### src/rtl/tsd_pkg.sv
// ----------------------------------------------------------------------------
// tsd_pkg
// shared types, constants and the byte-wide crc-8 step for the scratchpad
// decoder
// ----------------------------------------------------------------------------
package tsd_pkg;

	localparam int unsigned FRAME_LEN = 9;
	localparam int unsigned CRC_LEN   = 8;
	localparam int unsigned CNT_W     = 4;

	localparam logic [7:0] CRC_POLY   = 8'h8C;
	localparam logic [7:0] EXT_COUNT  = 8'h10;
	localparam logic [15:0] EXT_MASK  = 16'hFFF0;
	localparam logic [15:0] EXT_BASE  = 16'd12;

	// resolution codes, bits 6..5 of the configuration byte
	localparam logic [1:0] RES_9BIT  = 2'b00;
	localparam logic [1:0] RES_10BIT = 2'b01;
	localparam logic [1:0] RES_11BIT = 2'b10;
	localparam logic [1:0] RES_12BIT = 2'b11;

	// result status codes
	localparam logic [1:0] ST_CRC_ERR   = 2'd0;
	localparam logic [1:0] ST_UNCHANGED = 2'd1;
	localparam logic [1:0] ST_REPORTED  = 2'd2;

	// register indexes
	localparam logic CFG_FAMILY    = 1'b0;
	localparam logic CFG_THRESHOLD = 1'b1;

	localparam logic [7:0] THRESHOLD_RESET = 8'd8;

	typedef logic [CNT_W-1:0] count_t;

	// frame status handed from the byte tracker to the decoder
	typedef struct packed {
		logic       result;
		logic       crc_ok;
		logic [7:0] b0;
		logic [7:0] b1;
		logic [7:0] b4;
		logic [7:0] b6;
		logic [7:0] b7;
	} frame_t;

	// reflected dallas crc-8, one byte, lsb first
	function automatic logic [7:0] crc8_update(input logic [7:0] crc_in,
	                                           input logic [7:0] data_in);
		logic [7:0] crc;
		logic [7:0] d;
		logic       mix;
		crc = crc_in;
		d   = data_in;
		for (int i = 0; i < 8; i++) begin
			mix = crc[0] ^ d[0];
			crc = crc >> 1;
			if (mix) begin
				crc = crc ^ CRC_POLY;
			end
			d = d >> 1;
		end
		return crc;
	endfunction

endpackage

### src/rtl/tsd_frame.sv
// ----------------------------------------------------------------------------
// tsd_frame
// byte position, running crc and the scratchpad bytes needed for decoding
// ----------------------------------------------------------------------------
module tsd_frame (
	input  logic                clk,
	input  logic                arst_n,
	input  logic                step,
	input  logic [7:0]          data_byte,
	input  logic                frame_start,
	output tsd_pkg::frame_t     frame
);

	tsd_pkg::count_t cnt_q;
	logic [7:0]      crc_q;
	logic [7:0]      b0_q, b1_q, b4_q, b6_q, b7_q;

	tsd_pkg::count_t cnt_eff;
	logic [7:0]      crc_eff;
	logic            active;
	logic            in_crc;

	always_comb begin
		cnt_eff = frame_start ? '0 : cnt_q;
		crc_eff = frame_start ? 8'h00 : crc_q;
		active  = cnt_eff < tsd_pkg::count_t'(tsd_pkg::FRAME_LEN);
		in_crc  = cnt_eff < tsd_pkg::count_t'(tsd_pkg::CRC_LEN);
	end

	always_ff @(posedge clk or negedge arst_n) begin
		if (!arst_n) begin
			cnt_q <= '0;
			crc_q <= 8'h00;
		end else if (step && active) begin
			cnt_q <= cnt_eff + tsd_pkg::count_t'(1);
			crc_q <= in_crc ? tsd_pkg::crc8_update(crc_eff, data_byte) : crc_eff;
		end
	end

	// only bytes 0, 1, 4, 6 and 7 feed the decode
	always_ff @(posedge clk) begin
		if (step && active) begin
			if (cnt_eff == tsd_pkg::count_t'(0)) b0_q <= data_byte;
			if (cnt_eff == tsd_pkg::count_t'(1)) b1_q <= data_byte;
			if (cnt_eff == tsd_pkg::count_t'(4)) b4_q <= data_byte;
			if (cnt_eff == tsd_pkg::count_t'(6)) b6_q <= data_byte;
			if (cnt_eff == tsd_pkg::count_t'(7)) b7_q <= data_byte;
		end
	end

	always_comb begin
		frame.result = active && !in_crc;
		frame.crc_ok = crc_eff == data_byte;
		frame.b0     = b0_q;
		frame.b1     = b1_q;
		frame.b4     = b4_q;
		frame.b6     = b6_q;
		frame.b7     = b7_q;
	end

endmodule

### src/rtl/tsd_decode.sv
// ----------------------------------------------------------------------------
// tsd_decode
// temperature decode, change threshold test and last reported value
// ----------------------------------------------------------------------------
module tsd_decode (
	input  logic                clk,
	input  logic                arst_n,
	input  logic                commit,
	input  tsd_pkg::frame_t     frame,
	input  logic                sensor_family,
	input  logic [7:0]          change_threshold,
	output logic [1:0]          status,
	output logic signed [15:0]  temperature,
	output logic signed [15:0]  reported_temperature
);

	logic [15:0] last_q;
	logic [15:0] raw;
	logic [15:0] shifted;
	logic [15:0] dec;
	logic [16:0] diff;
	logic [16:0] mag;
	logic        over;
	logic        report;

	always_comb begin
		raw     = {frame.b1, frame.b0};
		shifted = raw << 3;
		dec     = raw;
		if (sensor_family) begin
			if (frame.b7 == tsd_pkg::EXT_COUNT) begin
				dec = (shifted & tsd_pkg::EXT_MASK) + tsd_pkg::EXT_BASE - {8'h00, frame.b6};
			end else begin
				dec = shifted;
			end
		end else begin
			unique case (frame.b4[6:5])
				tsd_pkg::RES_9BIT:  dec = {raw[15:3], 3'b000};
				tsd_pkg::RES_10BIT: dec = {raw[15:2], 2'b00};
				tsd_pkg::RES_11BIT: dec = {raw[15:1], 1'b0};
				tsd_pkg::RES_12BIT: dec = raw;
			endcase
		end

		diff   = {dec[15], dec} - {last_q[15], last_q};
		mag    = diff[16] ? (17'd0 - diff) : diff;
		over   = mag > {9'd0, change_threshold};
		report = frame.crc_ok && over;

		if (!frame.crc_ok) begin
			status      = tsd_pkg::ST_CRC_ERR;
			temperature = '0;
		end else begin
			status      = over ? tsd_pkg::ST_REPORTED : tsd_pkg::ST_UNCHANGED;
			temperature = dec;
		end
		reported_temperature = report ? dec : last_q;
	end

	always_ff @(posedge clk or negedge arst_n) begin
		if (!arst_n) begin
			last_q <= 16'h0000;
		end else if (commit && report) begin
			last_q <= dec;
		end
	end

endmodule

### src/rtl/thermometer_scratchpad_decoder_unit.sv
// ----------------------------------------------------------------------------
// thermometer_scratchpad_decoder_unit
// one-wire thermometer scratchpad checker and temperature change reporter
// ----------------------------------------------------------------------------
// usage:
//   s_* takes one scratchpad byte per transaction, s_tuser marks byte 0 of a
//   new read and restarts the byte count and the crc
//   bytes 0..7 run through the crc-8, byte 8 is compared against it; only the
//   transaction carrying byte 8 gives a result on m_*, bytes past 8 are
//   dropped until the next start mark
//   m_* carries status, decoded temperature and the last reported value
//   cfg_we/cfg_index/cfg_data write sensor family and change threshold, to
//   be done while no frame byte is in flight
// timing:
//   one input register, then crc/decode/threshold logic, then the result
//   register; byte 8's result is loaded as the byte leaves the input stage
//   one byte per cycle sustained unless a held result stalls a byte 8
// reset:
//   arst_n clears count, crc, last reported value (to 0) and the registers
//   (family 0, threshold 8); no stages hold valid data afterward
// stall:
//   with m_tready low the result register holds; bytes that give no result
//   keep flowing, a byte 8 waits in the input stage and s_tready drops
// ----------------------------------------------------------------------------
module thermometer_scratchpad_decoder_unit (
	input  logic        clk,
	input  logic        arst_n,
	// configuration write port
	input  logic        cfg_we,
	input  logic        cfg_index,
	input  logic [7:0]  cfg_data,
	// byte input
	input  logic        s_tvalid,
	output logic        s_tready,
	input  logic [7:0]  s_tdata,   // [7:0] data_byte
	input  logic        s_tuser,   // [0] frame_start
	// result output
	output logic        m_tvalid,
	input  logic        m_tready,
	output logic [39:0] m_tdata    // [1:0] status, [17:2] temperature,
	                               // [33:18] reported_temperature, [39:34] zero
);

	// configuration registers
	logic       family_q;
	logic [7:0] threshold_q;

	// input stage
	logic       valid_s1;
	logic [7:0] byte_s1;
	logic       start_s1;

	// result register
	logic        m_valid_q;
	logic [39:0] m_data_q;

	tsd_pkg::frame_t   frame;
	logic              s1_go;
	logic              out_free;
	logic [1:0]        status;
	logic signed [15:0] temperature;
	logic signed [15:0] reported_temperature;

	always_ff @(posedge clk or negedge arst_n) begin
		if (!arst_n) begin
			family_q    <= 1'b0;
			threshold_q <= tsd_pkg::THRESHOLD_RESET;
		end else if (cfg_we) begin
			unique case (cfg_index)
				tsd_pkg::CFG_FAMILY:    family_q    <= cfg_data[0];
				tsd_pkg::CFG_THRESHOLD: threshold_q <= cfg_data;
			endcase
		end
	end

	// the output slot is free when empty or being emptied this cycle
	assign out_free = !m_valid_q || m_tready;
	// a byte with no result never waits on the output side
	assign s1_go    = valid_s1 && (!frame.result || out_free);
	assign s_tready = !valid_s1 || s1_go;

	always_ff @(posedge clk or negedge arst_n) begin
		if (!arst_n) begin
			valid_s1 <= 1'b0;
		end else if (s_tready) begin
			valid_s1 <= s_tvalid;
		end
	end

	always_ff @(posedge clk) begin
		if (s_tready && s_tvalid) begin
			byte_s1  <= s_tdata;
			start_s1 <= s_tuser;
		end
	end

	tsd_frame u_frame (
		.clk         (clk),
		.arst_n      (arst_n),
		.step        (s1_go),
		.data_byte   (byte_s1),
		.frame_start (start_s1),
		.frame       (frame)
	);

	tsd_decode u_decode (
		.clk                  (clk),
		.arst_n               (arst_n),
		.commit               (s1_go && frame.result),
		.frame                (frame),
		.sensor_family        (family_q),
		.change_threshold     (threshold_q),
		.status               (status),
		.temperature          (temperature),
		.reported_temperature (reported_temperature)
	);

	always_ff @(posedge clk or negedge arst_n) begin
		if (!arst_n) begin
			m_valid_q <= 1'b0;
		end else if (s1_go && frame.result) begin
			m_valid_q <= 1'b1;
		end else if (m_tready) begin
			m_valid_q <= 1'b0;
		end
	end

	always_ff @(posedge clk) begin
		if (s1_go && frame.result) begin
			m_data_q <= {6'd0, reported_temperature, temperature, status};
		end
	end

	assign m_tvalid = m_valid_q;
	assign m_tdata  = m_data_q;

	// a crc failure never carries a temperature
	a_crc_err_zero : assert property (@(posedge clk) disable iff (!arst_n)
		(m_tvalid && m_tdata[1:0] == tsd_pkg::ST_CRC_ERR) |-> (m_tdata[17:2] == 16'h0000))
		else $error("crc error result with nonzero temperature");

	// a reported result updates the stored value to the new temperature
	a_report_match : assert property (@(posedge clk) disable iff (!arst_n)
		(m_tvalid && m_tdata[1:0] == tsd_pkg::ST_REPORTED) |-> (m_tdata[33:18] == m_tdata[17:2]))
		else $error("reported value differs from decoded temperature");

	// input backpressure only comes from a full result register
	a_ready_cause : assert property (@(posedge clk) disable iff (!arst_n)
		!s_tready |-> (valid_s1 && m_tvalid && !m_tready))
		else $error("input stalled without output backpressure");

	// a fresh result follows a handled byte 8 in the input stage
	a_result_source : assert property (@(posedge clk) disable iff (!arst_n)
		($rose(m_tvalid)) |-> $past(valid_s1 && frame.result))
		else $error("result appeared without a final frame byte");

endmodule

### config.mk
export PLATFORM = sky130hd
export DESIGN_NAME = thermometer_scratchpad_decoder_unit
export DESIGN_NICKNAME = d
export VERILOG_FILES = /design/src/rtl/tsd_pkg.sv /design/src/rtl/tsd_frame.sv /design/src/rtl/tsd_decode.sv /design/src/rtl/thermometer_scratchpad_decoder_unit.sv
export SDC_FILE = /design/constraint.sdc
export NUM_CORES = 1
export LEC_CHECK = 0
export ABC_AREA = 1
export BUFFER_PORTS_ARGS = -buffer_cell sky130_fd_sc_hd__buf_4
export CORE_ASPECT_RATIO = 0.75
export CORE_UTILIZATION = 38
export CTS_CLUSTER_DIAMETER = 100
export DETAILED_ROUTE_END_ITERATION = 8
export PLACE_DENSITY_LB_ADDON = 0.15
export SYNTH_ARGS = -nofsm -noshare
export SYNTH_HDL_FRONTEND = slang
export SYNTH_SLANG_ARGS = --single-unit
### constraint.sdc
create_clock -name clk -period 13.4 [get_ports clk]
set_input_delay 3.35 -clock clk [delete_from_list [all_inputs] [get_ports clk]]
set_output_delay 3.35 -clock clk [all_outputs]
set_load 0.01 [all_outputs]
### After elaboration in Yosys (flattened, before gate mapping)

Cells that the tools add are included.

* bits of input ports: 23
* register bits: 121
* word-level logic and storage cells: 100

* bitwise operators: 17
* multiplexer cells: 26
* magnitude comparators: 3
* reductions and logical operators: 24
* add/sub/neg operators: 5
* equality and inequality tests: 9

Operators with widths (count)
* 8-bit two-way mux: 17
* 16-bit case mux with 4 select lines: 1
* 16-bit two-way mux: 3
* 2-bit NOT with 3-bit output: 8
* 17-bit by 8-bit > comparator with 1-bit output: 1
* 17-bit two-way mux: 1
* 1-bit by 17-bit subtractor with 17-bit output, first input constant: 1
* 16-bit by 16-bit subtractor with 17-bit output: 1
* 16-bit by 4-bit adder with 16-bit output, second input constant: 1
* 16-bit by 8-bit subtractor with 16-bit output: 1
* 2-bit AND reduction: 7
* 4-bit by 3-bit equality test with 1-bit output, second input constant: 3
* 8-bit by 5-bit equality test with 1-bit output, second input constant: 1
* 8-bit equality test: 1
* 4-bit < comparator, second input constant: 2
* 1-bit bitwise XOR: 8
* 1-bit logical AND: 7
* 4-bit by 1-bit adder with 4-bit output, second input constant: 1
* 2-bit equality test, second input constant: 2
* 4-bit by 1-bit equality test with 1-bit output, second input constant: 1
* 1-bit zero test: 4
* 4-bit zero test: 1
* 4-bit two-way mux: 1
* 1-bit logical OR: 3
* 6 further kinds: 7

### Logic depth before layout (Yosys ltp)

Gate-level depths: netlist of the first run.

* depth in word-level cells: 30
* gate-level depth with buffers: 42
* mapped depth without buffers: 40

### Modules after synthesis

Synthesis of the first run repeated with hierarchy kept, for this count alone.

* cell total of the unflattened synthesis: 982
* area, all modules: 7718.7 um2

Modules (own cells, without submodules)
* tsd_decode: cells an instance 676, area each 3618.5 um2, times used 1
* tsd_frame: cells an instance 201, area each 2273.4 um2, times used 1
* thermometer_scratchpad_decoder_unit: cells an instance 105, area each 1826.8 um2, times used 1

### Worst setup path after synthesis of the first run

No wires, ideal clock.

* path type: input to output
* start point: input port m_tready
* end point: output port s_tready
* data arrival time: 3.596 ns
* slack: 6.454 ns
* data required time: 10.050 ns
* cell stages on the path: 2
* buffers on the path: 0
* cells stage by stage: inv_1 > nand4_1

* longest elaborated chain between the ends: 4

RTL lines
* start: declaration: RTL line thermometer_scratchpad_decoder_unit.sv:39 `input logic m_tready,`
* 1-bit logical OR: RTL line thermometer_scratchpad_decoder_unit.sv:77 `assign out_free = !m_valid_q || m_tready;`
* 1-bit logical OR: RTL line thermometer_scratchpad_decoder_unit.sv:79 `assign s1_go = valid_s1 && (!frame.result || out_free);`
* 1-bit logical AND: RTL line thermometer_scratchpad_decoder_unit.sv:79
* 1-bit logical OR: RTL line thermometer_scratchpad_decoder_unit.sv:80 `assign s_tready = !valid_s1 || s1_go;`
* end: declaration: RTL line thermometer_scratchpad_decoder_unit.sv:34 `output logic s_tready,`

No other way between the ends.

### Worst setup path in the final report of the first run

Ends and elaborated chain as after synthesis.

==> qor.json, run 1 <==
{
  "run_status": "finished clean",
  "unrepaired_setup_endpoints_after_global_routing": "no",
  "timing.final.crit_period_ns": 7.20,
  "syn_area_um2": 7240,
  "postSynth.asyncResetShare_pct": 33.6,
  "post_synth_main_area_contributors": "edfxtp_1 32%, nand2_1 14%, dfrtp_1 13%",
  "worstSetupPathType": "primary input to output pin",
  "setup.worst_path.end": "s_tready",
  "mean_cell_area_of_the_mapped_netlist_um2": 7.95,
  "vdd_drop_max_v": 0.000103,
  "nNetsFinal": 1032,
  "timing.setup.tns_ns": 0,
  "top_flip_flop_cell_by_instance_count_after_synthesis": "edfxtp_1",
  "crit_required_ns": 10.05,
  "cts_htree_levels": 4,
  "synth_largest_type_area_fraction_pct": 31.9,
  "placementRows": 43,
  "ctsHoldBuffers": 0,
  "die-width_um": 161,
  "core_area_um2": 18600,
  "totalWireLength_mm": 16.9,
  "antenna_left": 0,
  "relSlewSlack_pct": 24.8,
  "clock-sinks": 116,
  "synthDominantAreaCellType": "edfxtp_1",
  "dieHeight_um": 122,
  "gp_congestion": 0.848,
  "clock.fmax_mhz": 139,
  "min_from": "u_frame.crc_q[5]",
  "finalHoldViolCount": 0,
  "global_route_wire_length_before_repair_mm": 28.0,
  "drtIter0Drc": 430,
  "post_synth_edffs": 77,
  "vias_in_the_first_global_route": 5388,
  "cts_tree": "yes",
  "num_antenna_cells": 0,
  "critical_path.startpoint": "m_tready",
  "clk_pin_slew_worst_paths_ns": 0.05,
  "power_leakage_nw": 4.14,
  "cp.arrival_ns": 3.85,
  "r2r-end": "m_tdata[21]",
  "r2r_setup_slack_ns": 6.57,
  "grt_antenna_before_repair": 0,
  "number_of_placed_instances_with_taps_included": 1201,
  "max_fanout_on_critical_path": 3,
  "clock-root-buffer": "clkbuf_16",
  "grt_start_max_net_pins": 52,
  "cts.repair_timing.setup_buffer_count": 0,
  "total_cts_buffers": 17,
  "skew_ns": 0.0127,
  "timing.critical_path.to_type": "output pin",
  "p_per_area_nw_per_um2": 138,
  "firstDrtPassIters": 5,
  "yosys_register_bits": 116,
  "worst_skew_pair.late_latency_ns": 0.42,
  "cap_violations": 0,
  "drc_violation_count_after_routing": 0,
  "synth_common_cells": "271 x nand2_1, 144 x inv_1, 82 x nor2_1",
  "post_drt_wl_per_cell_um": 13.7,
  "grt-ovfl-total": 0,
  "hold_class": "flop to flop",
  "die_area_um2": 19600,
  "final.period_utilization_pct": 53.8,
  "globalRouteTotalUtil_pct": 18.5,
  "area.growth.synth_to_final_pct": 16.1,
  "ios": 65,
  "initial_core_util_pct": 39.0,
  "worstMarginPinSlew_ns": 1.12,
  "setup.worst_path.start_class": "primary input",
  "maxSlewViolCount": 0,
  "post-dp-hpwl_mm": 12.7,
  "total_of_buffers_placed_on_input_and_output_ports": 58,
  "yosysSeqAreaShare_pct": 45.4,
  "final-setup-viol-count": 0,
  "vias_post_dr": 5894,
  "final_cells": 1233,
  "critical_r2r_launch": "u_frame.b0_q[1]",
  "fill_cells": 1867,
  "yosys.cell_count.top_type": "nand2_1",
  "cts_max_path_buffers": 2,
  "synth_warn": 0,
  "worst_r2r_path_depth": 32,
  "layout-drive-gt1-share_pct": 11.0,
  "vias_per_cell": 4.78,
  "synthesis.instances": 910,
  "cts_resized": 0,
  "yosysUniqueCellTypes": 44
}
-- where the power goes --
part	total, mW	switching (mW)	internal (mW)	leakage (nW)
Clock	0.411	0.174	0.237	0.251
Combinational	0.317	0.200	0.117	2.60
Sequential	0.428	0.0200	0.408	1.28
-- worst min path at each step --
stage / end / depth (start not counted) / slack [ns]
finish: u_frame.crc_q[5] / 2 / 0.49
CTS: u_frame.crc_q[5] / 2 / 0.49
detailed placement: u_frame.crc_q[5] / 2 / 0.47
global placement: u_frame.crc_q[3] / 2 / 0.47
floorplan: u_frame.cnt_q[3] / 2 / 0.45
global route: u_frame.crc_q[3] / 2 / 0.51
-- flip-flops by register name (all words and copies together), names as in the netlist, 2 cells and up --
name	flops
m_tdata	34
u_decode.last_q	16
byte_s1	8
threshold_q	8
u_frame.b0_q	8
u_frame.b1_q	8
u_frame.b6_q	8
u_frame.b7_q	8
u_frame.crc_q	8
u_frame.cnt_q	4
u_frame.b4_q	2
-- final cells by class --
cell class / instances / area [um2] / area share, %
Sequential cell: 116 / 3290 / 39.2
Multi-Input combinational cell: 629 / 3260 / 38.8
Inverter: 149 / 559 / 6.66
Timing Repair Buffer: 60 / 450 / 5.36
Clock buffer: 18 / 429 / 5.11
Tap cell: 247 / 309 / 3.68
Clock inverter: 14 / 103 / 1.22
-- placed cells by master, fill, tap and decap left out, drive strengths merged, types with 13 or more instances in the layout --
cell type,synthesis,routed
nor2,83,83
nand4,23,23
inv,147,153
clkbuf,5,18
dfrtp,38,38
nand2,275,275
xnor2,13,13
xor2,24,24
ha,35,35
nand3,56,56
edfxtp,77,77
o21ai,43,43
a21oi,34,34
buf,16,60
-- routing by layer --
| layer | vias up | wire, um | track usage, % |
|---|---|---|---|
| met5 | - | 0 | 0 |
| met4 | 0 | 200 | 4.89 |
| met3 | 16 | 818 | 3.69 |
| met2 | 128 | 7010 | 27.2 |
| met1 | 2687 | 8920 | 27.5 |
| li1 | 3063 | - | - |
-- cells by family after synthesis --
group           share of synthesized area [%]
compound gates                           7.21
xor+xnor                                 4.48
fa+ha+maj                                6.33
buf+inv                                  9.77
flops                                    45.4
mux                                     0.156
other cells                            0.0518
simple gates                             26.6
-- through the flow --
stage	hold slack (ns)	worst slack [ns]	power (mW)	util, %	cell area, um2
after floorplan	0.453	6.45	0.681	-	7260
after global placement	0.471	6.21	0.747	42.4	7870
after detailed placement	0.474	6.20	0.751	42.4	7870
after CTS	0.487	6.20	1.17	45.3	8400
after global routing	0.513	5.77	1.23	45.3	8400
final	0.485	6.20	1.16	45.3	8400
-- worst max-delay path, cell delays in order --
cell and delay, ns:
buf_4 0.11, inv_1 0.07, nand4_1 0.14, buf_4 0.18
No activity file was read; power rests on OpenSTA's default activity.
==> run 2: changes to the inputs <==
==> constraint.sdc (replaced) <==
create_clock -name clk -period 6.7 [get_ports clk]
set_input_delay 1.675 -clock clk [delete_from_list [all_inputs] [get_ports clk]]
set_output_delay 1.675 -clock clk [all_outputs]
set_load 0.01 [all_outputs]
==> qor.json, run 2 (same netlist as run 1, synthesis figures left out) <==
{
  "skew_ns": 0.00761,
  "grt-ovfl-total": 0,
  "worstSetupPathType": "flop to flop",
  "mostFrequentLayoutCells": "271 x nand2_1, 144 x inv_1, 82 x nor2_1",
  "p_per_area_nw_per_um2": 283,
  "final_cells": 1240,
  "vias_in_the_first_global_route": 5333,
  "drtIter0Drc": 367,
  "vias_per_cell": 4.71,
  "die-width_um": 161,
  "totalWireLength_mm": 17.2,
  "ctsHoldBuffers": 0,
  "cts_max_path_buffers": 2,
  "number_of_placed_instances_with_taps_included": 1208,
  "hold_class": "flop to flop",
  "cts_htree_levels": 4,
  "post_drt_wl_per_cell_um": 13.9,
  "cp.arrival_ns": 6.12,
  "clock-root-buffer": "clkbuf_16",
  "area.growth.synth_to_final_pct": 17.6,
  "grt_start_max_net_pins": 52,
  "finalHoldViolCount": 0,
  "critPathMostFrequentCell": "nand2_1",
  "global_route_wire_length_before_repair_mm": 27.7,
  "cts_resized": 0,
  "die_area_um2": 19600,
  "dieHeight_um": 122,
  "crit_slowest_cell": "edfxtp_1",
  "vias_post_dr": 5838,
  "cpLargestDelayFamily": "simple AND/OR/NAND/NOR gates",
  "post-layout-total-power_mw": 2.41,
  "ios": 65,
  "final_cell_area_um2": 8520,
  "nNetsFinal": 1039,
  "cap_violations": 0,
  "clock.fmax_mhz": 172,
  "largest_register_ff_count": 34,
  "power_leakage_nw": 4.20,
  "antenna_left": 0,
  "layout-drive-gt1-share_pct": 11.9,
  "globalRouteTotalUtil_pct": 18.5,
  "grt_antenna_before_repair": 0,
  "clock-sinks": 116,
  "drc_violation_count_after_routing": 0,
  "firstDrtPassIters": 5,
  "final-setup-viol-count": 0,
  "timing.setup.tns_ns": 0,
  "unrepaired_setup_endpoints_after_global_routing": "no",
  "num_antenna_cells": 0,
  "gp_congestion": 0.848,
  "placementRows": 43,
  "initial_core_util_pct": 39.0,
  "vdd_drop_max_v": 0.000148,
  "final.period_utilization_pct": 86.9,
  "critical_path_buf_inv_count": 5,
  "total_of_buffers_placed_on_input_and_output_ports": 58,
  "crit_required_ns": 7.00,
  "core_area_um2": 18600,
  "cts_tree": "yes",
  "cts.repair_timing.setup_buffer_count": 0,
  "relSlewSlack_pct": 22.8,
  "timing.critical_path.to_type": "flop",
  "maxSlewViolCount": 0,
  "layout.cells.most_common": "nand2_1",
  "post-dp-hpwl_mm": 13.2,
  "cp_slowest_stage_delay_ns": 0.43,
  "placement.cell_area_um2": 7920,
  "worstMarginPinSlew_ns": 1.15,
  "timing.final.crit_period_ns": 5.82,
  "run_status": "finished clean",
  "total_cts_buffers": 17,
  "clk_pin_slew_worst_paths_ns": 0.06,
  "worst_skew_pair.late_latency_ns": 0.42,
  "max_fanout_on_critical_path": 18,
  "setup.worst_path.start_class": "flop"
}
## run 2: changes by cell type in the layout (fill, tap and decap cells not counted)
| cell | before | now |
|---|---|---|
| buf_4 | 60 | 67 |
| bufinv_16 | 0 | 2 |
| clkbuf_1 | 1 | 0 |
| clkinv_1 | 3 | 1 |
| clkinv_2 | 2 | 1 |
| clkinv_4 | 1 | 3 |
| clkinvlp_4 | 4 | 3 |
| inv_6 | 4 | 5 |
## run 2: power breakdown
| part | internal (mW) | leakage [nW] | switching (mW) |
|---|---|---|---|
| logic | 0.240 | 2.63 | 0.407 |
| registers | 0.817 | 1.28 | 0.0373 |
| clock network | 0.556 | 0.283 | 0.354 |
| total | 1.61 | 4.20 | 0.798 |
## run 2: path summary, 6_finish.rpt
| check | slack, ns | depth (start not counted) | startpoint | end |
|---|---|---|---|---|
| min in group asynchronous | 1.22 | 1 | arst_n | threshold_q[7] |
| min | 0.49 | 2 | u_frame.crc_q[2] | u_frame.crc_q[2] |
| max | 0.88 | 37 | u_frame.b0_q[2] | u_decode.last_q[12] |
| min reg2reg | 0.49 | 2 | u_frame.crc_q[2] | u_frame.crc_q[2] |
| max reg2reg | 0.88 | 37 | u_frame.b0_q[2] | u_decode.last_q[12] |
| max in group asynchronous | 5.10 | 1 | arst_n | u_decode.last_q[11] |
## run 2: per-layer routing
layer  wire length, um  vias up  track usage (%)
met4               101        0             4.95
met5                 0        -                0
li1                  -     3066                -
met3               847       10             3.83
met1              8920     2621             26.8
met2              7360      141             28.0
## run 2: layout make-up
cell class | count | area (um2)
flip-flops and latches | 116 | 3290
fillers | 1885 | 10000
inverters | 149 | 559
clock buffers | 17 | 425
well taps | 247 | 309
multi-input cells | 629 | 3260
repair buffers | 67 | 503
clock inverters | 15 | 169
## run 2: worst register-to-register path, delay by kind of cell, from the launching register on
family / cells / cell delay, ns
xor gates and xnor gates: 2 / 0.33
and+or+nand+nor: 22 / 2.42
AOI/OAI and AO/OA: 5 / 0.97
buffers and inverters: 5 / 0.56
adders and majority gates: 3 / 1.00
DFF: 1 / 0.43
## run 2: metrics by stage
step | hold slack (ns) | utilization, % | setup slack, ns
floorplan | 0.453 | - | 1.51
global placement | 0.471 | 42.7 | 0.926
detailed placement | 0.473 | 42.7 | 0.891
CTS | 0.494 | 45.9 | 0.853
global route | 0.508 | 45.9 | 0.172
finish | 0.489 | 45.9 | 0.879
